## config.mk

```make
export PLATFORM = sky130hd
export DESIGN_NAME = cursor_linked_list_engine
export DESIGN_NICKNAME = d
export VERILOG_FILES = /design/src/rtl/clle_pkg.sv /design/src/rtl/cursor_linked_list_engine.sv
export VERILOG_INCLUDE_DIRS = /design/src /design/src/rtl
export SDC_FILE = /design/constraint.sdc
export NUM_CORES = 1
export LEC_CHECK = 0
export BUFFER_PORTS_ARGS = -buffer_cell sky130_fd_sc_hd__buf_2
export CAP_MARGIN = 20
export CORE_MARGIN = 2
export CORE_UTILIZATION = 59
export CTS_BUF_LIST = sky130_fd_sc_hd__clkbuf_4
export CTS_CLUSTER_DIAMETER = 150
export DETAILED_ROUTE_END_ITERATION = 12
export PLACE_DENSITY = 0.77
export SYNTH_ARGS = -nofsm -noshare
export SYNTH_HDL_FRONTEND = slang
export SYNTH_SLANG_ARGS = --single-unit
```

## constraint.sdc

```tcl
create_clock -name clk -period 4.2 [get_ports clk]
set_input_delay 1.05 -clock clk [delete_from_list [all_inputs] [get_ports clk]]
set_output_delay 1.05 -clock clk [all_outputs]
set_load 0.05 [all_outputs]
```

## src/rtl/cursor_linked_list_engine_assert.svh

```systemverilog
// ----------------------------------------------------------------------------
// Linked list engine assertion macros
// Concurrent assertion wrappers on clk and rst_n, empty under synthesis.
// ----------------------------------------------------------------------------
`ifndef CURSOR_LINKED_LIST_ENGINE_ASSERT_SVH
`define CURSOR_LINKED_LIST_ENGINE_ASSERT_SVH

`ifndef SYNTHESIS
`define CLLE_ASSERT_NOW(lbl, ante, cons, msg) \
  lbl: assert property (@(posedge clk) disable iff (!rst_n) (ante) |-> (cons)) \
    else $error(msg);
`define CLLE_ASSERT_NEXT(lbl, ante, cons, msg) \
  lbl: assert property (@(posedge clk) disable iff (!rst_n) (ante) |=> (cons)) \
    else $error(msg);
`else
`define CLLE_ASSERT_NOW(lbl, ante, cons, msg)
`define CLLE_ASSERT_NEXT(lbl, ante, cons, msg)
`endif

`endif

```

## src/rtl/clle_pkg.sv

```systemverilog
// ----------------------------------------------------------------------------
// Linked list engine package
// Field widths, request and status codes, sequencer states.
// ----------------------------------------------------------------------------
package clle_pkg;

  localparam int CELLS_DEF = 16;

  localparam int MODE_W   = 2;
  localparam int VALUE_W  = 16;
  localparam int POS_W    = 8;
  localparam int STATUS_W = 2;
  localparam int SLOT_W   = 6;

  localparam logic [MODE_W-1:0] MODE_FRONT = 2'd0;
  localparam logic [MODE_W-1:0] MODE_BACK  = 2'd1;
  localparam logic [MODE_W-1:0] MODE_POS   = 2'd2;
  localparam logic [MODE_W-1:0] MODE_DEL   = 2'd3;

  localparam logic [STATUS_W-1:0] ST_DONE = 2'd0;
  localparam logic [STATUS_W-1:0] ST_FULL = 2'd1;
  localparam logic [STATUS_W-1:0] ST_MISS = 2'd2;

  typedef enum logic [2:0] {
    S_IDLE,
    S_POP,
    S_IWALK,
    S_ILINK,
    S_DWALK,
    S_DFREE,
    S_DONE
  } state_t;

endpackage

```

## src/rtl/cursor_linked_list_engine.sv

```systemverilog
// ----------------------------------------------------------------------------
// Cursor linked list engine
// One linked list and a free chain in a fixed pool of cells, one walk step
// per cycle through registered-read link and value memories.
// ----------------------------------------------------------------------------
// Usage:
//   in_*  request channel: in_mode (0 front, 1 back, 2 at position, 3 delete),
//         in_value, in_position. Taken when in_valid is high and in_stall low.
//   out_* result channel: out_status (0 done, 1 full, 2 not found), out_slot.
//         Taken when out_valid is high and out_stall low.
// Sequence, request accept to result valid:
//   insert front, position zero, or into an empty list: pop, done
//   insert back or at position p: pop, walk over the links, link, done
//   delete found: walk to the match, free, done
//   delete not found: walk over the list, done
//   full or empty-list miss: done
// One request is in work at a time; in_stall is high from accept until the
// result is loaded into the output register, and the next request can be
// taken in the cycle after that.
// The walk is one link memory read per cycle. A stalled result holds in the
// output register while the next request is taken; that request waits at
// its end for the register.
// Reset empties the list and chains all cells into the free chain at once
// through per-cell valid bits on the link memory; no clearing pass.
// ----------------------------------------------------------------------------
`include "cursor_linked_list_engine_assert.svh"

module cursor_linked_list_engine #(
  parameter int CELLS = clle_pkg::CELLS_DEF
) (
  input  logic                                clk,
  input  logic                                rst_n,
  input  logic                                in_valid,
  output logic                                in_stall,
  input  logic [clle_pkg::MODE_W-1:0]         in_mode,
  input  logic signed [clle_pkg::VALUE_W-1:0] in_value,
  input  logic [clle_pkg::POS_W-1:0]          in_position,
  output logic                                out_valid,
  input  logic                                out_stall,
  output logic [clle_pkg::STATUS_W-1:0]       out_status,
  output logic [clle_pkg::SLOT_W-1:0]         out_slot
);
  import clle_pkg::*;

  localparam int LW = $clog2(CELLS + 1);
  localparam int IW = (CELLS > 1) ? $clog2(CELLS) : 1;
  localparam int PW = ((LW > POS_W) ? LW : POS_W) + 1;
  localparam logic [LW-1:0] NIL = LW'(CELLS);

  state_t state_r, state_nxt;

  logic [MODE_W-1:0]         mode_r, mode_nxt;
  logic signed [VALUE_W-1:0] val_r, val_nxt;
  logic [POS_W-1:0]          pos_r, pos_nxt;
  logic [LW-1:0]             cell_r, cell_nxt;
  logic [LW-1:0]             t_r, t_nxt;
  logic [LW-1:0]             prev_r, prev_nxt;
  logic [LW-1:0]             cnt_r, cnt_nxt;
  logic [LW-1:0]             list_head_r, list_head_nxt;
  logic [LW-1:0]             free_head_r, free_head_nxt;
  logic [STATUS_W-1:0]       res_status_r, res_status_nxt;
  logic [SLOT_W-1:0]         res_slot_r, res_slot_nxt;
  logic                      out_valid_r, out_valid_nxt;
  logic [STATUS_W-1:0]       out_status_r, out_status_nxt;
  logic [SLOT_W-1:0]         out_slot_r, out_slot_nxt;

  logic [LW-1:0]      links_mem [CELLS];
  logic [CELLS-1:0]   lval_r;
  logic               lwr_en;
  logic [IW-1:0]      lwr_addr;
  logic [LW-1:0]      lwr_data;
  logic [LW-1:0]      lrd_data_r;
  logic               lrd_val_r;
  logic [IW-1:0]      lrd_addr_r;

  logic [VALUE_W-1:0] vals_mem [CELLS];
  logic               vwr_en;
  logic [IW-1:0]      vwr_addr;
  logic [VALUE_W-1:0] vwr_data;
  logic [VALUE_W-1:0] vrd_data_r;

  logic [IW-1:0]      rd_addr;

  logic          accept;
  logic          out_free;
  logic [LW-1:0] eff_link;
  logic          match;
  logic          front_ins;
  logic          iwalk_more;
  logic          dwalk_end;

  assign accept    = in_valid && (state_r == S_IDLE);
  assign in_stall  = (state_r != S_IDLE);
  assign out_free  = !out_valid_r || !out_stall;
  assign eff_link  = lrd_val_r ? lrd_data_r : (LW'(lrd_addr_r) + LW'(1));
  assign match     = (vrd_data_r == val_r);
  assign front_ins = (mode_r == MODE_FRONT) || ((mode_r == MODE_POS) && (pos_r == '0)) ||
                     (list_head_r == NIL);
  assign iwalk_more = ((mode_r == MODE_BACK) || ((PW'(cnt_r) + PW'(1)) < PW'(pos_r))) &&
                      (eff_link != NIL) && (cnt_r < LW'(CELLS));
  assign dwalk_end  = (cnt_r == LW'(CELLS)) || (eff_link == NIL);

  assign out_valid  = out_valid_r;
  assign out_status = out_status_r;
  assign out_slot   = out_slot_r;

  // next state
  always_comb begin
    state_nxt = state_r;
    case (state_r)
      S_IDLE: begin
        if (in_valid) begin
          if (in_mode == MODE_DEL) begin
            state_nxt = (list_head_r == NIL) ? S_DONE : S_DWALK;
          end else begin
            state_nxt = (free_head_r == NIL) ? S_DONE : S_POP;
          end
        end
      end
      S_POP:   state_nxt = front_ins ? S_DONE : S_IWALK;
      S_IWALK: state_nxt = iwalk_more ? S_IWALK : S_ILINK;
      S_ILINK: state_nxt = S_DONE;
      S_DWALK: begin
        if (match) begin
          state_nxt = S_DFREE;
        end else if (dwalk_end) begin
          state_nxt = S_DONE;
        end
      end
      S_DFREE: state_nxt = S_DONE;
      S_DONE:  state_nxt = out_free ? S_IDLE : S_DONE;
      default: state_nxt = S_IDLE;
    endcase
  end

  // datapath and memory control
  always_comb begin
    mode_nxt       = mode_r;
    val_nxt        = val_r;
    pos_nxt        = pos_r;
    cell_nxt       = cell_r;
    t_nxt          = t_r;
    prev_nxt       = prev_r;
    cnt_nxt        = cnt_r;
    list_head_nxt  = list_head_r;
    free_head_nxt  = free_head_r;
    res_status_nxt = res_status_r;
    res_slot_nxt   = res_slot_r;
    out_valid_nxt  = out_valid_r && out_stall;
    out_status_nxt = out_status_r;
    out_slot_nxt   = out_slot_r;
    lwr_en         = 1'b0;
    lwr_addr       = cell_r[IW-1:0];
    lwr_data       = list_head_r;
    vwr_en         = 1'b0;
    vwr_addr       = free_head_r[IW-1:0];
    vwr_data       = in_value;
    rd_addr        = t_r[IW-1:0];
    case (state_r)
      S_IDLE: begin
        if (accept) begin
          mode_nxt = in_mode;
          val_nxt  = in_value;
          pos_nxt  = in_position;
          if (in_mode == MODE_DEL) begin
            if (list_head_r == NIL) begin
              res_status_nxt = ST_MISS;
              res_slot_nxt   = '0;
            end else begin
              t_nxt    = list_head_r;
              prev_nxt = NIL;
              cnt_nxt  = '0;
              rd_addr  = list_head_r[IW-1:0];
            end
          end else begin
            if (free_head_r == NIL) begin
              res_status_nxt = ST_FULL;
              res_slot_nxt   = '0;
            end else begin
              cell_nxt = free_head_r;
              rd_addr  = free_head_r[IW-1:0];
              vwr_en   = 1'b1;
            end
          end
        end
      end
      S_POP: begin
        free_head_nxt = eff_link;
        if (front_ins) begin
          lwr_en         = 1'b1;
          lwr_data       = list_head_r;
          list_head_nxt  = cell_r;
          res_status_nxt = ST_DONE;
          res_slot_nxt   = SLOT_W'(cell_r);
        end else begin
          t_nxt   = list_head_r;
          cnt_nxt = '0;
          rd_addr = list_head_r[IW-1:0];
        end
      end
      S_IWALK: begin
        if (iwalk_more) begin
          t_nxt   = eff_link;
          cnt_nxt = cnt_r + LW'(1);
          rd_addr = eff_link[IW-1:0];
        end else begin
          lwr_en   = 1'b1;
          lwr_data = (mode_r == MODE_BACK) ? NIL : eff_link;
        end
      end
      S_ILINK: begin
        lwr_en         = 1'b1;
        lwr_addr       = t_r[IW-1:0];
        lwr_data       = cell_r;
        res_status_nxt = ST_DONE;
        res_slot_nxt   = SLOT_W'(cell_r);
      end
      S_DWALK: begin
        if (match) begin
          if (prev_r == NIL) begin
            list_head_nxt = eff_link;
          end else begin
            lwr_en   = 1'b1;
            lwr_addr = prev_r[IW-1:0];
            lwr_data = eff_link;
          end
        end else if (dwalk_end) begin
          res_status_nxt = ST_MISS;
          res_slot_nxt   = '0;
        end else begin
          prev_nxt = t_r;
          t_nxt    = eff_link;
          cnt_nxt  = cnt_r + LW'(1);
          rd_addr  = eff_link[IW-1:0];
        end
      end
      S_DFREE: begin
        lwr_en         = 1'b1;
        lwr_addr       = t_r[IW-1:0];
        lwr_data       = free_head_r;
        free_head_nxt  = t_r;
        res_status_nxt = ST_DONE;
        res_slot_nxt   = SLOT_W'(t_r);
      end
      S_DONE: begin
        if (out_free) begin
          out_valid_nxt  = 1'b1;
          out_status_nxt = res_status_r;
          out_slot_nxt   = res_slot_r;
        end
      end
      default: begin
        out_valid_nxt = out_valid_r && out_stall;
      end
    endcase
  end

  always_ff @(posedge clk) begin
    if (!rst_n) begin
      state_r     <= S_IDLE;
      list_head_r <= NIL;
      free_head_r <= '0;
      out_valid_r <= 1'b0;
      lval_r      <= '0;
    end else begin
      state_r     <= state_nxt;
      list_head_r <= list_head_nxt;
      free_head_r <= free_head_nxt;
      out_valid_r <= out_valid_nxt;
      if (lwr_en) begin
        lval_r[lwr_addr] <= 1'b1;
      end
    end
  end

  always_ff @(posedge clk) begin
    mode_r       <= mode_nxt;
    val_r        <= val_nxt;
    pos_r        <= pos_nxt;
    cell_r       <= cell_nxt;
    t_r          <= t_nxt;
    prev_r       <= prev_nxt;
    cnt_r        <= cnt_nxt;
    res_status_r <= res_status_nxt;
    res_slot_r   <= res_slot_nxt;
    out_status_r <= out_status_nxt;
    out_slot_r   <= out_slot_nxt;
  end

  always_ff @(posedge clk) begin
    if (lwr_en) begin
      links_mem[lwr_addr] <= lwr_data;
    end
    lrd_data_r <= links_mem[rd_addr];
    lrd_val_r  <= lval_r[rd_addr];
    lrd_addr_r <= rd_addr;
  end

  always_ff @(posedge clk) begin
    if (vwr_en) begin
      vals_mem[vwr_addr] <= vwr_data;
    end
    vrd_data_r <= vals_mem[rd_addr];
  end

  `CLLE_ASSERT_NOW(a_slot_zero_on_error, out_valid_r && (out_status_r != ST_DONE), out_slot_r == '0, "slot nonzero with error status")
  `CLLE_ASSERT_NOW(a_heads_in_range, 1'b1, (list_head_r <= NIL) && (free_head_r <= NIL), "head pointer out of range")
  `CLLE_ASSERT_NOW(a_heads_disjoint, list_head_r != NIL, list_head_r != free_head_r, "list and free chain share a head")
  `CLLE_ASSERT_NEXT(a_accept_leaves_idle, accept, state_r != S_IDLE, "request accepted but sequencer idle")

endmodule
```

Word level (Yosys, flattened, before mapping)
Memories as Yosys holds them, arrays and structs flattened. A register that Yosys moved wholly into a read port is not among the register bits. Cells that the tools add are included.

Add/sub/neg operators: 3. $lt $le $gt $ge: 5. Equality and inequality tests: 31. Mux-type cells: 90. Bitwise gates (word level): 3. Reductions and logical operators: 33.

Operators by type and width (number): 5-bit 2-to-1 mux (27); 5-bit case mux with 4 select lines (3); 6-bit 2-to-1 mux (7); 4-bit 2-to-1 mux (10); 5-bit case mux with 2 select lines (3); 6-bit case mux with 5 select lines (1); 5-bit equality test, second input constant (5); 2-bit != test, second input constant (11); 3-bit 2-to-1 mux (7); 3-bit case mux with 6 select lines (1); 1-bit 2-to-1 mux (17); 16-bit equality test (1); 2-bit 2-to-1 mux (8); 16-bit bitwise OR (1); 4-bit case mux with 4 select lines (1); 7-bit AND reduction (2); 4-bit by 5-bit less-than comparator with 1-bit output, second input constant (2); 3-bit equality test, second input constant (3); 8-bit logical NOT (1); 6-bit by 8-bit less-than comparator with 1-bit output (1); 2-bit case mux with 4 select lines (1); 4-bit case mux with 2 select lines (1); 4-bit AND reduction (2); 8-bit AND reduction (1); other kinds (29) (48).

Flip-flop bits (word level): 97. Bits in writable memories: 336. Input port bits: 30. Output and inout port bits: 10. Logic and storage cells: 185. Memories kept: 2.

Memory list: vals_mem (words 16, width 16, read ports 1, clocked after memory_dff 1, wr ports 1, line cursor_linked_list_engine.sv:76) `logic [VALUE_W-1:0] vals_mem [CELLS];`; links_mem (words 16, width 5, read ports 1, clocked after memory_dff 1, wr ports 1, line cursor_linked_list_engine.sv:67) `logic [LW-1:0] links_mem [CELLS];`.

Longest topological paths before layout
Depth in word-level cells: 9. Depth in mapped cells: 17. Mapped depth without buffers: 14.

Least setup slack after synthesis
No wires, ideal clock.

Path kind: reg2reg. From: register cnt_r[0]. To: register cnt_r[0], enable pin. Library setup time: 434 ps. Arrival: 3460 ps. Data required time: 3766 ps. Setup slack: 306 ps. Cell stages (with the launch flop): 10. Path buffers: 0. Period minus slack after synthesis: 3894 ps. Path through: edfxtp_1 ha_1 nand3_1 xnor2_1 ha_1 o21ai_0 a2111o_1 a41o_1 a31oi_1 a2111oi_0.

Longest elaborated chain between the ends: 7. Elaborated cells on any way between the ends: 11. Classes of those cells: 1 x add/sub; 2 x order compare; 3 x eq/ne; 5 x reduce/logical.

Ends and longest elaborated chain: start, declared (line cursor_linked_list_engine.sv:58) `logic [LW-1:0] cnt_r, cnt_nxt;`; start signal, assigned (line cursor_linked_list_engine.sv:283) `cnt_r <= cnt_nxt;`; 5-bit by 1-bit adder with 6-bit output (line cursor_linked_list_engine.sv:99) `assign iwalk_more = ((mode_r == MODE_BACK) || ((PW'(cnt_r) + PW'(1)) < PW'(pos_r))) &&`; 6-bit by 8-bit less-than comparator with 1-bit output (line cursor_linked_list_engine.sv:99); 1-bit logical OR (line cursor_linked_list_engine.sv:99); 1-bit logical AND (line cursor_linked_list_engine.sv:99); 1-bit logical AND (line cursor_linked_list_engine.sv:100) `(eff_link != NIL) && (cnt_r < LW'(CELLS));`; 2-bit != test (no line); 8-bit AND reduction (no line) (*).

Mark *: on every way between the ends. The rest lies on a longest branch, timed or not. A chain may end at the register's enable or synchronous reset.

Final worst setup path
From: register cnt_r[0]. To: register vrd_data_r[8], read port of vals_mem.

Longest elaborated chain between the ends: 7. Elaborated cells on any way between the ends: 12. Classes of those cells: 1 x add/sub; 2 x order compare; 1 x eq/ne; 4 x mux; 4 x reduce/logical.

Ends and longest elaborated chain: 5-bit by 1-bit adder with 6-bit output (line cursor_linked_list_engine.sv:99); 6-bit by 8-bit less-than comparator with 1-bit output (line cursor_linked_list_engine.sv:99); 1-bit logical OR (line cursor_linked_list_engine.sv:99); 1-bit logical AND (line cursor_linked_list_engine.sv:99); 1-bit logical AND (line cursor_linked_list_engine.sv:100); 4-bit 2-to-1 mux (line cursor_linked_list_engine.sv:202) `if (iwalk_more) begin`; 4-bit case mux with 4 select lines (*) (line cursor_linked_list_engine.sv:159) `case (state_r)`; end, declared (line cursor_linked_list_engine.sv:80) `logic [VALUE_W-1:0] vrd_data_r;`.

Marks and branches as above.

==> flow_metrics.py <==
metrics = {
    "setup_path": {
        "ff2ff_path_depth": 15,
        "r2r_start": "cnt_r[0]",
        "crit_arrival_ps": 4650,
        "crit_path_end_kind": "register",
        "critPathRequiredTime_ps": 4870,
        "cp-start-kind": "register",
        "endpoint": "vrd_data_r[8]",
        "crit_fanout": 21,
        "crit_start": "cnt_r[0]",
        "rrSetupSlack_ps": 220,
        "cpMaxStageDelayCell": "edfxtp_1",
        "cp_num_cells": 15,
        "crit_buf_inv": 2,
        "worstSetupPathType": "register to register",
        "cp_top_family": "compound AO/OA/AOI/OAI gates",
        "path_cells": "ha_1 > nand3_1 > xnor2_1 > ha_1 > o21ai_0 > a2111o_1 > a41o_1 > nand4_1 > a21bo_2 > and3_2 > clkinv_2 > buf_12 > mux2_2 > o211ai_1 > nand4_1",
        "slowest_delay_ps": 450,
        "r2r_end": "vrd_data_r[8]",
    },
    "run_status": {
        "status": "finished clean",
    },
    "layout": {
        "multi_input_area_um2": 5450,
        "regArea_um2": 13000,
        "drive_gt1_share_pct": 22.8,
        "nets": 1582,
        "nFillCells": 2202,
        "area_growth_pct": 13.4,
    },
    "synth": {
        "syn-mean-instance-area_um2": 13.5,
        "ys.flop_type": "edfxtp_1",
        "synth-seq-cells": 452,
        "yosysWarnings": 0,
        "synth_top_area_share_pct": 62.7,
        "syn_nets": 1445,
        "synthArstFlopShare_pct": 0,
        "syn_inst": 1407,
        "synth-edff-count": 396,
        "ys_types": 82,
        "yosysTopAreaCell": "edfxtp_1",
        "synth-seq-area-share_pct": 68.6,
        "mappedNetlistArea_um2": 19000,
        "synth_most_common_cell": "edfxtp_1",
        "synthTopCellsByCount": "edfxtp_1 (396), nand2_1 (125), a211o_1 (81), a21oi_1 (80)",
        "synthTopCellsByArea": "edfxtp_1 (63%), dfxtp_1 (5.9%), a211o_1 (3.7%)",
    },
    "routing": {
        "drc": 0,
        "ant_nets": 0,
        "vias_per_cell": 6.48,
        "wl_per_cell_um": 24.0,
        "vias": 13200,
        "drt-total-wl_um": 49000,
        "firstDrtPassIters": 7,
        "drt_iter0_drc": 1771,
    },
    "sta": {
        "period_share_pct": 94.7,
        "hold_viol": 0,
        "worstMarginPinSlew_ps": 947,
        "fmax_mhz": 251,
        "setup_violations": 0,
        "setup_slack_ps": 222,
        "holdWs_ps": 408,
        "relSlewSlack_pct": 36.7,
        "rsz0062_at_grt": "false",
        "slew_violations": 0,
        "finalClockSkew_ps": 81.3,
        "fin_crit_ps": 3980,
        "setup_tns_ps": 0,
    },
    "worst_hold_path": {
        "hp-class": "primary input to register",
    },
    "die": {
        "start_util_pct": 60.0,
        "core.rowCount": 65,
        "die_width_um": 183,
        "die_y_um": 183,
        "pin_count": 40,
        "core_area_um2": 31600,
        "die_area_um2": 33600,
    },
    "clock_network": {
        "root_buffer": "clkbuf_4",
        "cts_buffers": 110,
        "clockBufferDepth": 3,
        "cts_sinks": 452,
        "h-tree-depth": 3,
        "cts_tree": "yes",
        "ctsHoldBuffers": 0,
        "clk_pin_slew_worst_paths_ps": 70,
        "clk-insertion-delay-late_ps": 830,
    },
    "flow_run": {
        "cap_viol_max_count": 0,
    },
    "place": {
        "gp_congestion": 0.946,
        "dpl_worst_slack_ps": 212,
        "place.port_buffers": 38,
        "dp_hpwl_um": 30300,
    },
    "global_route": {
        "grt_pass1_wl_um": 74400,
        "grt_use_total_pct": 29.6,
        "grt_overflow_total": 0,
        "antenna_found_initial": 1,
        "grt_pass1_vias": 12800,
        "grt_max_degree": 54,
    },
    "pwr": {
        "ir_drop_mv": 0.736,
        "p_leak_nw": 7.70,
        "power-per-cell-area_nw_per_um2": 874,
    },
}
kinds of logic after synthesis:
kind of cell / synth area share (%)
buffers and inverters: 3.20
xor gates and xnor gates: 0.923
adders and majority gates: 0.527
and+or+nand+nor: 9.51
AOI/OAI and AO/OA: 15.5
other: 0.0198
muxes: 1.79
DFF: 68.6
flip-flops by register name, indices dropped and copies added (netlist names):
signal / count
lval_r: 16
lrd_data_r: 5
vals_mem: 256
cnt_r: 5
list_head_r: 5
val_r: 16
mode_r: 2
prev_r: 5
t_r: 5
pos_r: 8
res_slot_r: 5
state_r: 3
out_valid: 1
lrd_addr_r: 4
vrd_data_r: 16
links_mem: 80
out_status: 2
res_status_r: 2
out_slot: 5
free_head_r: 5
lrd_val_r: 1
cell_r: 5
metal layers:
metal / global-route usage, % / vias up / routed length (µm)
met2: 45.8 / 868 / 22700
met5: 0 / - / 0
met3: 6.49 / 138 / 5130
li1: - / 5822 / -
met1: 41.2 / 6390 / 19600
met4: 11.6 / 0 / 1590
cell type report:
| cell class | count | share of cell area (%) |
|---|---|---|
| clock inverter | 27 | 0.605 |
| clock buffer | 177 | 6.17 |
| antenna | 1 | 0.0116 |
| sequential | 452 | 60.5 |
| timing repair buffer | 120 | 4.30 |
| multi-input combinational | 816 | 25.3 |
| inverter | 44 | 0.797 |
| tap | 402 | 2.34 |
report_power, final:
group | internal [mW] | total, mW | switching (mW)
logic | 3.24 | 8.97 | 5.73
registers | 5.80 | 6.19 | 0.394
clock network | 1.91 | 3.65 | 1.74
repair_timing:
item | CTS | global route
buffers inserted | 0 | 3
endpoints found under the setup margin | 0 | 17
gates resized for setup | 0 | 6
cells in the final DEF (no fill, tap or decap), types with 52 or more instances in the layout:
master    instances
and3_1           69
clkbuf_4        177
edfxtp_1        396
nand2_1         125
dfxtp_1          56
a21oi_1          80
nor2_1           52
a211oi_1         70
buf_4            71
a211o_1          81
through the flow:
stage / total power [mW] / instance area [µm²] / instances / utilization, %
2_1_floorplan: 11.9 / 19000 / 1407 / -
3_3_place_gp: 14.7 / 20000 / 1831 / 63.3
3_5_place_dp: 14.9 / 20000 / 1831 / 63.3
4_1_cts: 18.6 / 21500 / 2035 / 67.9
5_1_grt: 19.7 / 21500 / 2039 / 68.0
6_report: 18.8 / 21500 / 2039 / 68.0
how the worst min path moves through the flow:
stage	from	slack (ps)	to	cells after the start
after floorplan	res_slot_r[0]	400	out_slot[0]	0
after global placement	res_slot_r[4]	400	out_slot[4]	0
after detailed placement	res_slot_r[2]	410	out_slot[2]	0
after CTS	in_position[0]	360	pos_r[0]	1
after global routing	in_position[0]	390	pos_r[0]	1
final	in_position[0]	410	pos_r[0]	1
No activity file was read; power rests on OpenSTA's default activity.
